## src/lkvc_pkg.sv

```systemverilog
// ----------------------------------------------------------------------------
// LRU key-value cache package
// Word types, controller states and command/status bundles.
// ----------------------------------------------------------------------------
`default_nettype none

package lkvc_pkg;

  localparam int KEY_W = 32;
  localparam int VAL_W = 32;
  localparam int CAP_W = 5;
  localparam int DEFAULT_CAPACITY = 10;
  localparam logic signed [VAL_W-1:0] ABSENT_VALUE = -32'sd1;

  typedef enum logic {
    OP_GET = 1'b0,
    OP_PUT = 1'b1
  } op_e;

  typedef struct packed {
    op_e                     op;
    logic signed [KEY_W-1:0] key;
    logic signed [VAL_W-1:0] value;
  } in_t;

  typedef struct packed {
    logic                    found;
    logic signed [VAL_W-1:0] read_value;
  } out_t;

  typedef enum logic [2:0] {
    S_IDLE,
    S_MATCH,
    S_PLAN,
    S_APPLY,
    S_TRIM,
    S_FINISH
  } state_e;

  typedef struct packed {
    logic load;
    logic match;
    logic plan;
    logic apply;
    logic trim;
    logic finish;
  } cmd_t;

  typedef struct packed {
    logic trim_needed;
    logic out_free;
  } sts_t;

endpackage

`default_nettype wire

```

## src/lkvc_ram.sv

```systemverilog
// ----------------------------------------------------------------------------
// LRU key-value cache RAM
// Generic one-write, one-read memory with registered read data.
// ----------------------------------------------------------------------------
`default_nettype none

module lkvc_ram #(
  parameter int Width = 32,
  parameter int Depth = 16
) (
  input  wire logic                     clk_i,
  input  wire logic                     wr_en_i,
  input  wire logic [$clog2(Depth)-1:0] wr_addr_i,
  input  wire logic [Width-1:0]         wr_data_i,
  input  wire logic                     rd_en_i,
  input  wire logic [$clog2(Depth)-1:0] rd_addr_i,
  output logic      [Width-1:0]         rd_data_o
);

  logic [Width-1:0] mem_q [Depth];
  logic [Width-1:0] rd_data_q;

  always_ff @(posedge clk_i) begin
    if (wr_en_i) begin
      mem_q[wr_addr_i] <= wr_data_i;
    end
    if (rd_en_i) begin
      rd_data_q <= mem_q[rd_addr_i];
    end
  end

  assign rd_data_o = rd_data_q;

endmodule

`default_nettype wire

```

## src/lkvc_ctrl.sv

```systemverilog
// ----------------------------------------------------------------------------
// LRU key-value cache controller
// Sequences match, plan, apply, trim and result load for one word.
// ----------------------------------------------------------------------------
`default_nettype none

module lkvc_ctrl (
  input  wire logic          clk_i,
  input  wire logic          rst_ni,
  input  wire logic          in_valid_i,
  output logic               in_ready_o,
  input  wire lkvc_pkg::sts_t sts_i,
  output lkvc_pkg::cmd_t     cmd_o
);

  lkvc_pkg::state_e state_q, state_d;

  always_ff @(posedge clk_i or negedge rst_ni) begin
    if (!rst_ni) begin
      state_q <= lkvc_pkg::S_IDLE;
    end else begin
      state_q <= state_d;
    end
  end

  always_comb begin
    state_d = state_q;
    unique case (state_q)
      lkvc_pkg::S_IDLE: begin
        if (in_valid_i) begin
          state_d = lkvc_pkg::S_MATCH;
        end
      end
      lkvc_pkg::S_MATCH: state_d = lkvc_pkg::S_PLAN;
      lkvc_pkg::S_PLAN:  state_d = lkvc_pkg::S_APPLY;
      lkvc_pkg::S_APPLY: begin
        state_d = sts_i.trim_needed ? lkvc_pkg::S_TRIM : lkvc_pkg::S_FINISH;
      end
      lkvc_pkg::S_TRIM:  state_d = lkvc_pkg::S_FINISH;
      lkvc_pkg::S_FINISH: begin
        if (sts_i.out_free) begin
          state_d = lkvc_pkg::S_IDLE;
        end
      end
      default: state_d = lkvc_pkg::S_IDLE;
    endcase
  end

  always_comb begin
    cmd_o      = '0;
    in_ready_o = 1'b0;
    unique case (state_q)
      lkvc_pkg::S_IDLE: begin
        in_ready_o = 1'b1;
        cmd_o.load = in_valid_i;
      end
      lkvc_pkg::S_MATCH:  cmd_o.match  = 1'b1;
      lkvc_pkg::S_PLAN:   cmd_o.plan   = 1'b1;
      lkvc_pkg::S_APPLY:  cmd_o.apply  = 1'b1;
      lkvc_pkg::S_TRIM:   cmd_o.trim   = 1'b1;
      lkvc_pkg::S_FINISH: cmd_o.finish = sts_i.out_free;
      default: cmd_o = '0;
    endcase
  end

endmodule

`default_nettype wire

```

## src/lkvc_datapath.sv

```systemverilog
// ----------------------------------------------------------------------------
// LRU key-value cache datapath
// Key lanes with parallel compare, age and valid per entry, value RAM,
// capacity register and result register.
// ----------------------------------------------------------------------------
`default_nettype none

module lkvc_datapath #(
  parameter int MAX_ENTRIES = 16
) (
  input  wire logic                          clk_i,
  input  wire logic                          rst_ni,
  input  wire lkvc_pkg::in_t                 in_data_i,
  input  wire logic                          cfg_valid_i,
  input  wire logic [lkvc_pkg::CAP_W-1:0]    cfg_data_i,
  input  wire logic                          out_ready_i,
  output logic                               out_valid_o,
  output lkvc_pkg::out_t                     out_data_o,
  input  wire lkvc_pkg::cmd_t                cmd_i,
  output lkvc_pkg::sts_t                     sts_o
);

  localparam int IDX_W  = $clog2(MAX_ENTRIES);
  localparam int OCC_W  = $clog2(MAX_ENTRIES + 1);
  localparam int DefCap = (lkvc_pkg::DEFAULT_CAPACITY > MAX_ENTRIES) ?
                          MAX_ENTRIES : lkvc_pkg::DEFAULT_CAPACITY;

  // latched word
  lkvc_pkg::in_t req_q;

  // entry state
  logic [lkvc_pkg::KEY_W-1:0] key_mem_q [MAX_ENTRIES];
  logic [MAX_ENTRIES-1:0]     valid_q, valid_d;
  logic [IDX_W-1:0]           age_q [MAX_ENTRIES];
  logic [IDX_W-1:0]           age_d [MAX_ENTRIES];
  logic [OCC_W-1:0]           occ_q, occ_d;
  logic [lkvc_pkg::CAP_W-1:0] cap_q;
  logic [OCC_W-1:0]           cap_eff;

  // per-word scratch
  logic [MAX_ENTRIES-1:0] hit_vec_q, hit_vec_d;
  logic                   hit_q, hit_d;
  logic                   evict_q, evict_d;
  logic [IDX_W-1:0]       slot_q, slot_d;
  logic [OCC_W-1:0]       touch_age_q, touch_age_d;
  logic [IDX_W-1:0]       hit_idx, victim_idx, free_idx, hit_age;
  logic                   touch_en;
  logic                   is_put;

  // result
  logic                          out_valid_q;
  lkvc_pkg::out_t                out_q;
  logic [lkvc_pkg::VAL_W-1:0]    rd_data;

  assign is_put = (req_q.op == lkvc_pkg::OP_PUT);

  always_comb begin
    if (cap_q == '0) begin
      cap_eff = OCC_W'(DefCap);
    end else if (32'(cap_q) > MAX_ENTRIES) begin
      cap_eff = OCC_W'(MAX_ENTRIES);
    end else begin
      cap_eff = OCC_W'(cap_q);
    end
  end

  always_comb begin
    for (int i = 0; i < MAX_ENTRIES; i++) begin
      hit_vec_d[i] = valid_q[i] && (key_mem_q[i] == req_q.key);
    end
  end

  // one-hot to index, oldest entry, lowest free slot
  always_comb begin
    hit_idx    = '0;
    hit_age    = '0;
    victim_idx = '0;
    free_idx   = '0;
    for (int i = 0; i < MAX_ENTRIES; i++) begin
      if (hit_vec_q[i]) begin
        hit_idx = hit_idx | IDX_W'(i);
        hit_age = hit_age | age_q[i];
      end
      if (valid_q[i] && (OCC_W'(age_q[i]) == (occ_q - OCC_W'(1)))) begin
        victim_idx = victim_idx | IDX_W'(i);
      end
    end
    for (int i = MAX_ENTRIES - 1; i >= 0; i--) begin
      if (!valid_q[i]) begin
        free_idx = IDX_W'(i);
      end
    end
  end

  always_comb begin
    hit_d   = |hit_vec_q;
    evict_d = (occ_q >= cap_eff);
    if (hit_d) begin
      slot_d      = hit_idx;
      touch_age_d = OCC_W'(hit_age);
    end else if (evict_d) begin
      slot_d      = victim_idx;
      touch_age_d = occ_q - OCC_W'(1);
    end else begin
      slot_d      = free_idx;
      touch_age_d = occ_q;
    end
  end

  // a hit or any put, also one that displaces the oldest entry, ages the others like a touch
  assign touch_en = hit_q || is_put;

  always_comb begin
    valid_d = valid_q;
    age_d   = age_q;
    occ_d   = occ_q;
    if (cmd_i.apply && touch_en) begin
      for (int i = 0; i < MAX_ENTRIES; i++) begin
        if (valid_q[i] && (OCC_W'(age_q[i]) < touch_age_q)) begin
          age_d[i] = age_q[i] + IDX_W'(1);
        end
        if (IDX_W'(i) == slot_q) begin
          age_d[i]   = '0;
          valid_d[i] = 1'b1;
        end
      end
      if (is_put && !hit_q && !evict_q) begin
        occ_d = occ_q + OCC_W'(1);
      end
    end else if (cmd_i.trim) begin
      for (int i = 0; i < MAX_ENTRIES; i++) begin
        if (valid_q[i] && (OCC_W'(age_q[i]) == (occ_q - OCC_W'(1)))) begin
          valid_d[i] = 1'b0;
          age_d[i]   = '0;
        end
      end
      occ_d = occ_q - OCC_W'(1);
    end
  end

  always_ff @(posedge clk_i or negedge rst_ni) begin
    if (!rst_ni) begin
      valid_q     <= '0;
      occ_q       <= '0;
      cap_q       <= lkvc_pkg::CAP_W'(lkvc_pkg::DEFAULT_CAPACITY);
      out_valid_q <= 1'b0;
      for (int i = 0; i < MAX_ENTRIES; i++) begin
        age_q[i] <= '0;
      end
    end else begin
      valid_q <= valid_d;
      occ_q   <= occ_d;
      age_q   <= age_d;
      if (cfg_valid_i) begin
        cap_q <= cfg_data_i;
      end
      if (cmd_i.finish) begin
        out_valid_q <= 1'b1;
      end else if (out_ready_i) begin
        out_valid_q <= 1'b0;
      end
    end
  end

  always_ff @(posedge clk_i) begin
    if (cmd_i.load) begin
      req_q <= in_data_i;
    end
    if (cmd_i.match) begin
      hit_vec_q <= hit_vec_d;
    end
    if (cmd_i.plan) begin
      hit_q       <= hit_d;
      evict_q     <= evict_d;
      slot_q      <= slot_d;
      touch_age_q <= touch_age_d;
    end
    if (cmd_i.apply && is_put && !hit_q) begin
      key_mem_q[slot_q] <= req_q.key;
    end
    if (cmd_i.finish) begin
      out_q.found <= hit_q;
      if (is_put) begin
        out_q.read_value <= '0;
      end else if (hit_q) begin
        out_q.read_value <= rd_data;
      end else begin
        out_q.read_value <= lkvc_pkg::ABSENT_VALUE;
      end
    end
  end

  lkvc_ram #(
    .Width(lkvc_pkg::VAL_W),
    .Depth(MAX_ENTRIES)
  ) u_value_ram (
    .clk_i     (clk_i),
    .wr_en_i   (cmd_i.apply && is_put),
    .wr_addr_i (slot_q),
    .wr_data_i (req_q.value),
    .rd_en_i   (cmd_i.apply && !is_put && hit_q),
    .rd_addr_i (slot_q),
    .rd_data_o (rd_data)
  );

  assign sts_o.trim_needed = is_put && hit_q && (occ_q > cap_eff);
  assign sts_o.out_free    = !out_valid_q || out_ready_i;
  assign out_valid_o       = out_valid_q;
  assign out_data_o        = out_q;

endmodule

`default_nettype wire

```

## src/lru_key_value_cache_top.sv

```systemverilog
// ----------------------------------------------------------------------------
// LRU key-value cache
// Fully associative key-value store with least recently used replacement.
// ----------------------------------------------------------------------------
// Input channel (in_valid_i/in_ready_o/in_data_i) takes one get or put word.
// Output channel (out_valid_o/out_ready_i/out_data_o) returns one result
// word per input: found flag and read value (stored value on a get hit,
// -1 on a get miss, 0 for a put).
// Config channel (cfg_valid_i/cfg_ready_o/cfg_data_i) writes the capacity;
// it is always ready; the user must write it only while the cache is idle,
// as the block itself does not enforce it. The controller steps each input
// through load, match, plan, apply and finish, with a trim step between apply
// and finish when a put of a present key evicts an entry after the capacity
// was lowered; it takes a new input only after the last one is finished, as
// all steps share the single entry table and the value RAM port.
// Reset clears valid bits, ages and occupancy at once and loads capacity 10;
// no clearing pass is needed. If the receiver stalls, the result register
// holds its word; one more input is taken and processed, then the
// controller waits until the result register frees.
// ----------------------------------------------------------------------------
`default_nettype none

module lru_key_value_cache_top #(
  parameter int MAX_ENTRIES = 16
) (
  input  wire logic                       clk_i,
  input  wire logic                       rst_ni,
  input  wire logic                       in_valid_i,
  output logic                            in_ready_o,
  input  wire lkvc_pkg::in_t              in_data_i,
  output logic                            out_valid_o,
  input  wire logic                       out_ready_i,
  output lkvc_pkg::out_t                  out_data_o,
  input  wire logic                       cfg_valid_i,
  output logic                            cfg_ready_o,
  input  wire logic [lkvc_pkg::CAP_W-1:0] cfg_data_i
);

  lkvc_pkg::cmd_t cmd;
  lkvc_pkg::sts_t sts;

  assign cfg_ready_o = 1'b1;

  lkvc_ctrl u_ctrl (
    .clk_i      (clk_i),
    .rst_ni     (rst_ni),
    .in_valid_i (in_valid_i),
    .in_ready_o (in_ready_o),
    .sts_i      (sts),
    .cmd_o      (cmd)
  );

  lkvc_datapath #(
    .MAX_ENTRIES(MAX_ENTRIES)
  ) u_datapath (
    .clk_i       (clk_i),
    .rst_ni      (rst_ni),
    .in_data_i   (in_data_i),
    .cfg_valid_i (cfg_valid_i),
    .cfg_data_i  (cfg_data_i),
    .out_ready_i (out_ready_i),
    .out_valid_o (out_valid_o),
    .out_data_o  (out_data_o),
    .cmd_i       (cmd),
    .sts_o       (sts)
  );

endmodule

`default_nettype wire

```

## config.mk

```make
export PLATFORM = sky130hd
export DESIGN_NAME = lru_key_value_cache_top
export DESIGN_NICKNAME = d
export VERILOG_FILES = /design/src/lkvc_pkg.sv /design/src/lkvc_ram.sv /design/src/lkvc_ctrl.sv /design/src/lkvc_datapath.sv /design/src/lru_key_value_cache_top.sv
export SDC_FILE = /design/constraint.sdc
export NUM_CORES = 2
export LEC_CHECK = 0
export ABC_AREA = 0
export BUFFER_PORTS_ARGS = -buffer_cell sky130_fd_sc_hd__buf_2
export CORE_ASPECT_RATIO = 0.8
export CORE_MARGIN = 2
export CORE_UTILIZATION = 60
export DETAILED_ROUTE_END_ITERATION = 8
export GPL_TIMING_DRIVEN = 0
export PLACE_DENSITY = 0.81
export SYNTH_ARGS = -nofsm -noshare
export SYNTH_HDL_FRONTEND = slang
export SYNTH_SLANG_ARGS = --single-unit
```

## constraint.sdc

```tcl
create_clock -name clk_i -period 4.6 [get_ports clk_i]
set_input_delay 0.92 -clock clk_i [delete_from_list [all_inputs] [get_ports clk_i]]
set_output_delay 0.92 -clock clk_i [all_outputs]
set_load 0.01 [all_outputs]
```

Yosys cells after proc, flatten, opt, wreduce, memory -nomap -nowiden. Memory sizes are Yosys's and may differ from the RTL's. A register that Yosys moved wholly into a read port is not among the register bits. Cells that the tools add are included. W data, S select, Z words.

Flip-flop bits (word level): 219. RAM bits: 1024. Input port bits: 75. Output and inout port bits: 36. Memories: 2.

Memory list: u_datapath.key_mem_q (depth 16, width 32, read ports 16, clocked after memory_dff 0, write ports 1, RTL line lkvc_datapath.sv:32) `logic [lkvc_pkg::KEY_W-1:0] key_mem_q [MAX_ENTRIES];`; u_datapath.u_value_ram.mem_q (depth 16, width 32, read ports 1, clocked after memory_dff 1, write ports 1, RTL line lkvc_ram.sv:20) `logic [Width-1:0] mem_q [Depth];`.

$add $sub $neg: 18. Magnitude comparators: 19. Equal/unequal tests: 87. Multiplexer cells: 173. Bitwise logic cells: 15. Reduce and logical (&&, ||, !) cells: 119.

Operator list (number): $eq A32 B32 Y1 (16); $mux W4 (99); $mux W64 (2); $reduce_and A3 Y1 (32); $eq A4 B5 Y1 (16); $lt A4 B5 Y1 (16); $add A4 B1 Y4 const B (16); $or A4 B4 Y4 (15); $logic_and A1 B1 Y1 (57); $mux W1 (48); $ne A3 B3 Y1 const B (16); $ne A2 B2 Y1 const B (18); $reduce_bool A2 Y1 (18); $eq A4 B4 Y1 const A (8); $mux W16 (2); $mux W32 (1); $mux W3 (10); $mux W5 (6); $pmux W3 S6 (1); $eq A3 B4 Y1 const A (4); $reduce_or A16 Y1 (1); $eq A2 B4 Y1 const A (2); $mux W2 (4); $eq A3 B2 Y1 const B (2); other kinds (15) (21).

Logic depth before layout (Yosys ltp).
Depth in word-level cells: 32. Gate-level depth with buffers: 13. Depth with buffers taken out: 11.

Hierarchy. Synthesis repeated with hierarchy kept, for this count alone.

Cells, all modules: 3247. Area total of the unflattened synthesis: 53512.6 µm².

By module, submodules not included: lkvc_datapath (times used 1, cells each 2383, area an instance 33121.8 µm²); lkvc_ram (times used 1, cells each 838, area an instance 20155.6 µm²); lkvc_ctrl (times used 1, cells each 24, area an instance 224.0 µm²); lru_key_value_cache_top (times used 1, cells each 2, area an instance 11.3 µm²).

Worst setup path before layout. No wires, ideal clock.

Path type: register to register. Start: register u_ctrl.state_q[2]. End: register u_datapath.u_value_ram.rd_data_q[0] (netlist: u_datapath.u_value_ram.rd_data_o[0]) (read register of u_datapath.u_value_ram.mem_q), enable pin. Library setup time: 468 ps. Arrival: 3065 ps. Data required time: 4132 ps. Setup slack: 1067 ps. Cell stages (with the launch flop): 3. Path buffers: 0. Period minus slack after synthesis: 3533 ps. Path through: dfrtp_1 nand3b_1 nor3b_1.

Longest elaborated chain between the ends: 4.

Ends and longest elaborated chain: start, declared (RTL line lkvc_ctrl.sv:16) `lkvc_pkg::state_e state_q, state_d;`; start signal, assigned (RTL line lkvc_ctrl.sv:20) `state_q <= lkvc_pkg::S_IDLE;`; start signal, assigned (RTL line lkvc_ctrl.sv:22) `state_q <= state_d;`; $eq A3 B2 Y1 (RTL line lkvc_ctrl.sv:52) `unique case (state_q)`; $mux W1 (RTL line lkvc_ctrl.sv:52); $logic_and A1 B1 Y1 (2 in series) (RTL line lkvc_datapath.sv:201) `.rd_en_i (cmd_i.apply && !is_put && hit_q),`; via u_datapath.u_value_ram.rd_en_i (RTL line lkvc_ram.sv:15) `input wire logic rd_en_i,`; end, declared (RTL line lkvc_ram.sv:21) `logic [Width-1:0] rd_data_q;`.

The timed path passes the listed nets, and every way through them passes these cells. A chain may end at the register's enable or synchronous reset.

Final worst setup path.
Start: register u_datapath.req_q[44] (netlist bit). End: register u_datapath.hit_vec_q[6] (data pin).

Longest elaborated chain between the ends: 2.

Ends and longest elaborated chain: start, declared (RTL line lkvc_datapath.sv:29) `lkvc_pkg::in_t req_q;`; start signal, assigned (RTL line lkvc_datapath.sv:167) `req_q <= in_data_i;`; $eq A32 B32 Y1 (RTL line lkvc_datapath.sv:69) `hit_vec_d[i] = valid_q[i] && (key_mem_q[i] == req_q.key);`; $logic_and A1 B1 Y1 (RTL line lkvc_datapath.sv:69); via u_datapath.hit_vec_d[6] (RTL line lkvc_datapath.sv:41) `logic [MAX_ENTRIES-1:0] hit_vec_q, hit_vec_d;`; end signal, assigned (RTL line lkvc_datapath.sv:170) `hit_vec_q <= hit_vec_d;`; end, declared (RTL line lkvc_datapath.sv:41).

The timed path passes the listed nets, and every way through them passes these cells.

==> metrics <==
CTS sink cnt between 1000 and 1500; H-tree depth 3; Fmax achieved roughly 210 MHz; final setup violation count 4; CP most frequent cell nand4_1; initial antenna violation count 6; Clock Latency Late Sink about 700 ps; area leader, netlist edfxtp_1; CTS tree done; hpwl dp 95.56 mm; drt first pass iters 7; PortBufs 109; failing checks setup timing; clk slew on worst S/H paths 70 ps; Min Hold Slack between 300 and 400 ps; # DRC 0; Bufs and invs on worst path 2; status complete, but fails checks; post-synthesis sequential area ratio 70.66%; Yosys reg bits 1275; EDFF count, synth 1181; met3 Track Usage GR 10.38%; max_cap viols 0; worst-path cell chain clkbuf_1 -> clkdlybuf4s15_2 -> xnor2_1 -> nand4_1 -> nor4_4 -> nand4_1 -> nor4_1; critical path's largest stage delay 930 ps; total CTS buffers around 110; Filler Cell Count between 5000 and 6000; die width 337.9 um; yosys warns 0; Top-Level Pins between 100 and 150; Synth top area share 66.26%; Die ar. a little over 90000 um^2; vias in the first global route 31554; final critical-path required period slightly below 5000 ps; worst-margin pin slew 1329 ps; vias between 30000 and 40000; total wire length about 160 mm; Critical Path RT 5010 ps; worst hold path class primary input to async pin; Syn Inst Count 3151; CP Class register to register; Final #Nets approximately 3600; RePlAce Congestion between 0.9 and 1; Synth Cell Area 53530 um^2; n_diodes 0; crit path max fanout 17; Setup crit end kind register; sequential cell area 37820 um^2; Async SR Flop Fraction 7.373%; VDD IR max around 410 uV; dominant synthesized flop cell edfxtp_1; per-cell routed wire length 33.53 um; Synth Area per Inst 16.99 um^2; area added between synthesis and finish 13.30%; Final Cycle Share 104.4%; syn_nets 3297; Worst Setup Start Kind register; leakage dissipation ~0.02 uW; grt ovf 0; initial core utilization 60.83%; Vias/cell 6.780; area of the multi-input gates between 15000 and 20000 um^2; most area-consuming cells after synthesis edfxtp_1 66%, xnor2_1 7.5%, mux4_2 6.7%, dfrtp_1 4.3%, xor2_1 2.0%; RSZ-0062 raised after global routing true; met2 Usage GRT 52.91%; CP max stage cell edfxtp_1; largest net degree at the start of global routing 57; critical path's top delay family simple AND/OR/NAND/NOR gates; Clock Skew ~56 ps; Arr. time, crit path about 5200 ps; global-route wire length before repair approximately 220 mm; met1 usage in global routing 48.55%; layout cells sized above 1 17.18%; Slew HR 11.39%; GRT Util Overall 34.97%; CORE AREA roughly 88000 um^2; Routed Antenna Nets 0; hold_buf cts 0; row count between 90 and 100; max-slew violation count 0; Setup WS post-layout -200.4 ps; chip height roughly 270 um; grt peak-use layer met2; Clock Tree Root clkbuf_16; power per cell area 483.2 nW/um^2; Util after Layout ~69%; maximum root-to-sink buffer count 3; DRT iter0 DRCs roughly 6000; count of cell types in the netlist 75; final hold vios 0
[cell usage in the layout (no fill, tap or decap), types with 8 or more instances in the layout]
| cell type | netlist | routed |
|---|---|---|
| xnor2_1 | 457 | 457 |
| a22oi_1 | 31 | 31 |
| buf_1 | 21 | 14 |
| nor2_4 | 0 | 32 |
| xor2_1 | 121 | 121 |
| xnor3_1 | 14 | 14 |
| bufinv_16 | 0 | 12 |
| nor3_1 | 16 | 16 |
| a31oi_1 | 25 | 25 |
| clkbuf_16 | 0 | 113 |
| a22o_1 | 8 | 8 |
| nand3_1 | 58 | 58 |
| and2_1 | 19 | 18 |
| mux4_2 | 160 | 160 |
| mux2_2 | 11 | 11 |
| o21ai_0 | 52 | 52 |
| inv_1 | 67 | 67 |
| nand2_1 | 81 | 81 |
| nor4_1 | 61 | 51 |
| clkinv_1 | 1 | 26 |
| nand4_1 | 129 | 129 |
| nor2_1 | 84 | 52 |
| a21o_1 | 26 | 26 |
| edfxtp_1 | 1181 | 1181 |
| clkbuf_2 | 0 | 16 |
| and3_1 | 13 | 12 |
| buf_12 | 0 | 33 |
| clkbuf_1 | 103 | 111 |
| a21oi_1 | 84 | 84 |
| nand2b_1 | 22 | 22 |
| nor2b_1 | 14 | 14 |
| nor4_2 | 2 | 11 |
| ha_1 | 71 | 71 |
| dfrtp_1 | 92 | 92 |
| clkinv_2 | 0 | 21 |
| buf_4 | 5 | 24 |
| buf_2 | 12 | 120 |
[cells by family after synthesis]
family / Yosys count / share of synthesized area [%]
AO/OA/AOI/OAI: 292 / 3.478
other: 1 / 0.007006
adder cells (fa/ha/maj): 71 / 1.660
buffers and inverters: 210 / 1.536
flip-flops: 1275 / 70.66
multiplexers: 179 / 7.118
AND/OR/NAND/NOR: 527 / 5.341
XOR/XNOR: 596 / 10.20
[flip-flops by register name, indices dropped and copies added, names as in the netlist, 3 cells and up]
signal,flops
u_datapath.occ_q,5
u_datapath.key_mem_q,512
u_datapath.valid_q,16
u_datapath.age_q,64
u_ctrl.state_q,3
u_datapath.req_q,64
u_datapath.cap_q,5
u_datapath.hit_vec_q,16
u_datapath.out_data_o,33
u_datapath.touch_age_q,5
u_datapath.u_value_ram.rd_data_o,32
u_datapath.slot_q,4
u_datapath.u_value_ram.mem_q,512
[timing repair]
item / CTS / global route
pin swaps: 0 / 0
gates resized for setup: 30 / 12
setup endpoints to repair: 13 / 9
buffers inserted: 9 / 14
[metal layers]
metal | share of wire, % | vias up | wire, um
met5 | 0.056 | - | 88
met4 | 4.5 | 12 | 7055
met3 | 15 | 524 | 23490
met2 | 46 | 2871 | 72430
met1 | 35 | 15895 | 55210
li1 | - | 12706 | -
[synthesized netlist by cell type, types with 4 or more instances]
library cell / n
nand4_1: 129
o22ai_1: 5
o21a_1: 7
dfrtp_1: 92
mux4_2: 160
clkbuf_1: 103
nor4_1: 61
xnor3_1: 14
inv_1: 67
a21o_1: 26
nor3_1: 16
a22o_1: 8
nand2b_1: 22
mux2i_1: 6
buf_2: 12
a21oi_1: 84
o21ai_0: 52
or4_1: 5
o31ai_1: 4
a22oi_1: 31
nor3b_1: 4
nand2_1: 81
nor2_1: 84
a41oi_1: 7
xor2_1: 121
o31a_1: 4
a31oi_1: 25
ha_1: 71
buf_4: 5
and2_1: 19
mux2_2: 11
nor2b_1: 14
or2_1: 4
buf_1: 21
and3_1: 13
o21ai_1: 7
o211ai_1: 6
xnor2_1: 457
nand3_1: 58
edfxtp_1: 1181
[cell type report]
cell class	count	area share, %
clock buffers	136	4.805
plain buffers	141	1.032
flip-flops and latches	1275	62.36
multi-input cells	1666	25.09
repair buffers	171	2.581
clock inverters	75	1.254
inverters	69	0.4271
well taps	1188	2.451
[power breakdown]
group	internal, uW	leakage, uW	switching (uW)
registers	13600	0.0119	1050
logic	1920	0.00633	3230
clock network	5220	0.00178	4330
[worst paths after layout]
path | end | from | slack [ps] | cells past startpoint
worst max-delay path | u_datapath.hit_vec_q[6]$_DFFE_PP_ | u_datapath.req_q[44]$_DFFE_PP_ | -200 | 7
worst min-delay path | u_datapath.age_q[51]$_DFFE_PN0P_ | rst_ni | 330 | 1
worst max register to register | u_datapath.hit_vec_q[6]$_DFFE_PP_ | u_datapath.req_q[44]$_DFFE_PP_ | -200 | 7
worst min register to register | u_datapath.out_data_o[32]$_DFFE_PP_ | u_datapath.hit_q$_DFFE_PP_ | 500 | 0
max in group asynchronous | u_datapath.age_q[26]$_DFFE_PN0P_ | rst_ni | 3570 | 2
min in group clk_i | u_datapath.req_q[60]$_DFFE_PP_ | in_data_i[60] | 380 | 1
[worst register-to-register path, delay by kind of cell (launching register included)]
| family | cells | cell delay [ps] |
|---|---|---|
| simple gates | 4 | 2010 |
| buf+inv | 2 | 1350 |
| flops | 1 | 930 |
| xor+xnor | 1 | 220 |
[metrics by stage]
stage / setup TNS [ps] / area [um^2] / cells / power (uW) / setup slack [ps]
3_5_place_dp: -4365 / 56600 / 4487 / 19610 / -912.2
6_report: -291.8 / 60640 / 4721 / 29300 / -200.4
2_1_floorplan: 0 / 53530 / 3151 / 17500 / 1067
4_1_cts: -178.8 / 60470 / 4707 / 29070 / -178.8
3_3_place_gp: -658470 / 55560 / 4448 / 19420 / -1371
5_1_grt: -125.9 / 60640 / 4721 / 30010 / -125.9
No activity file was read; power rests on OpenSTA's default activity.
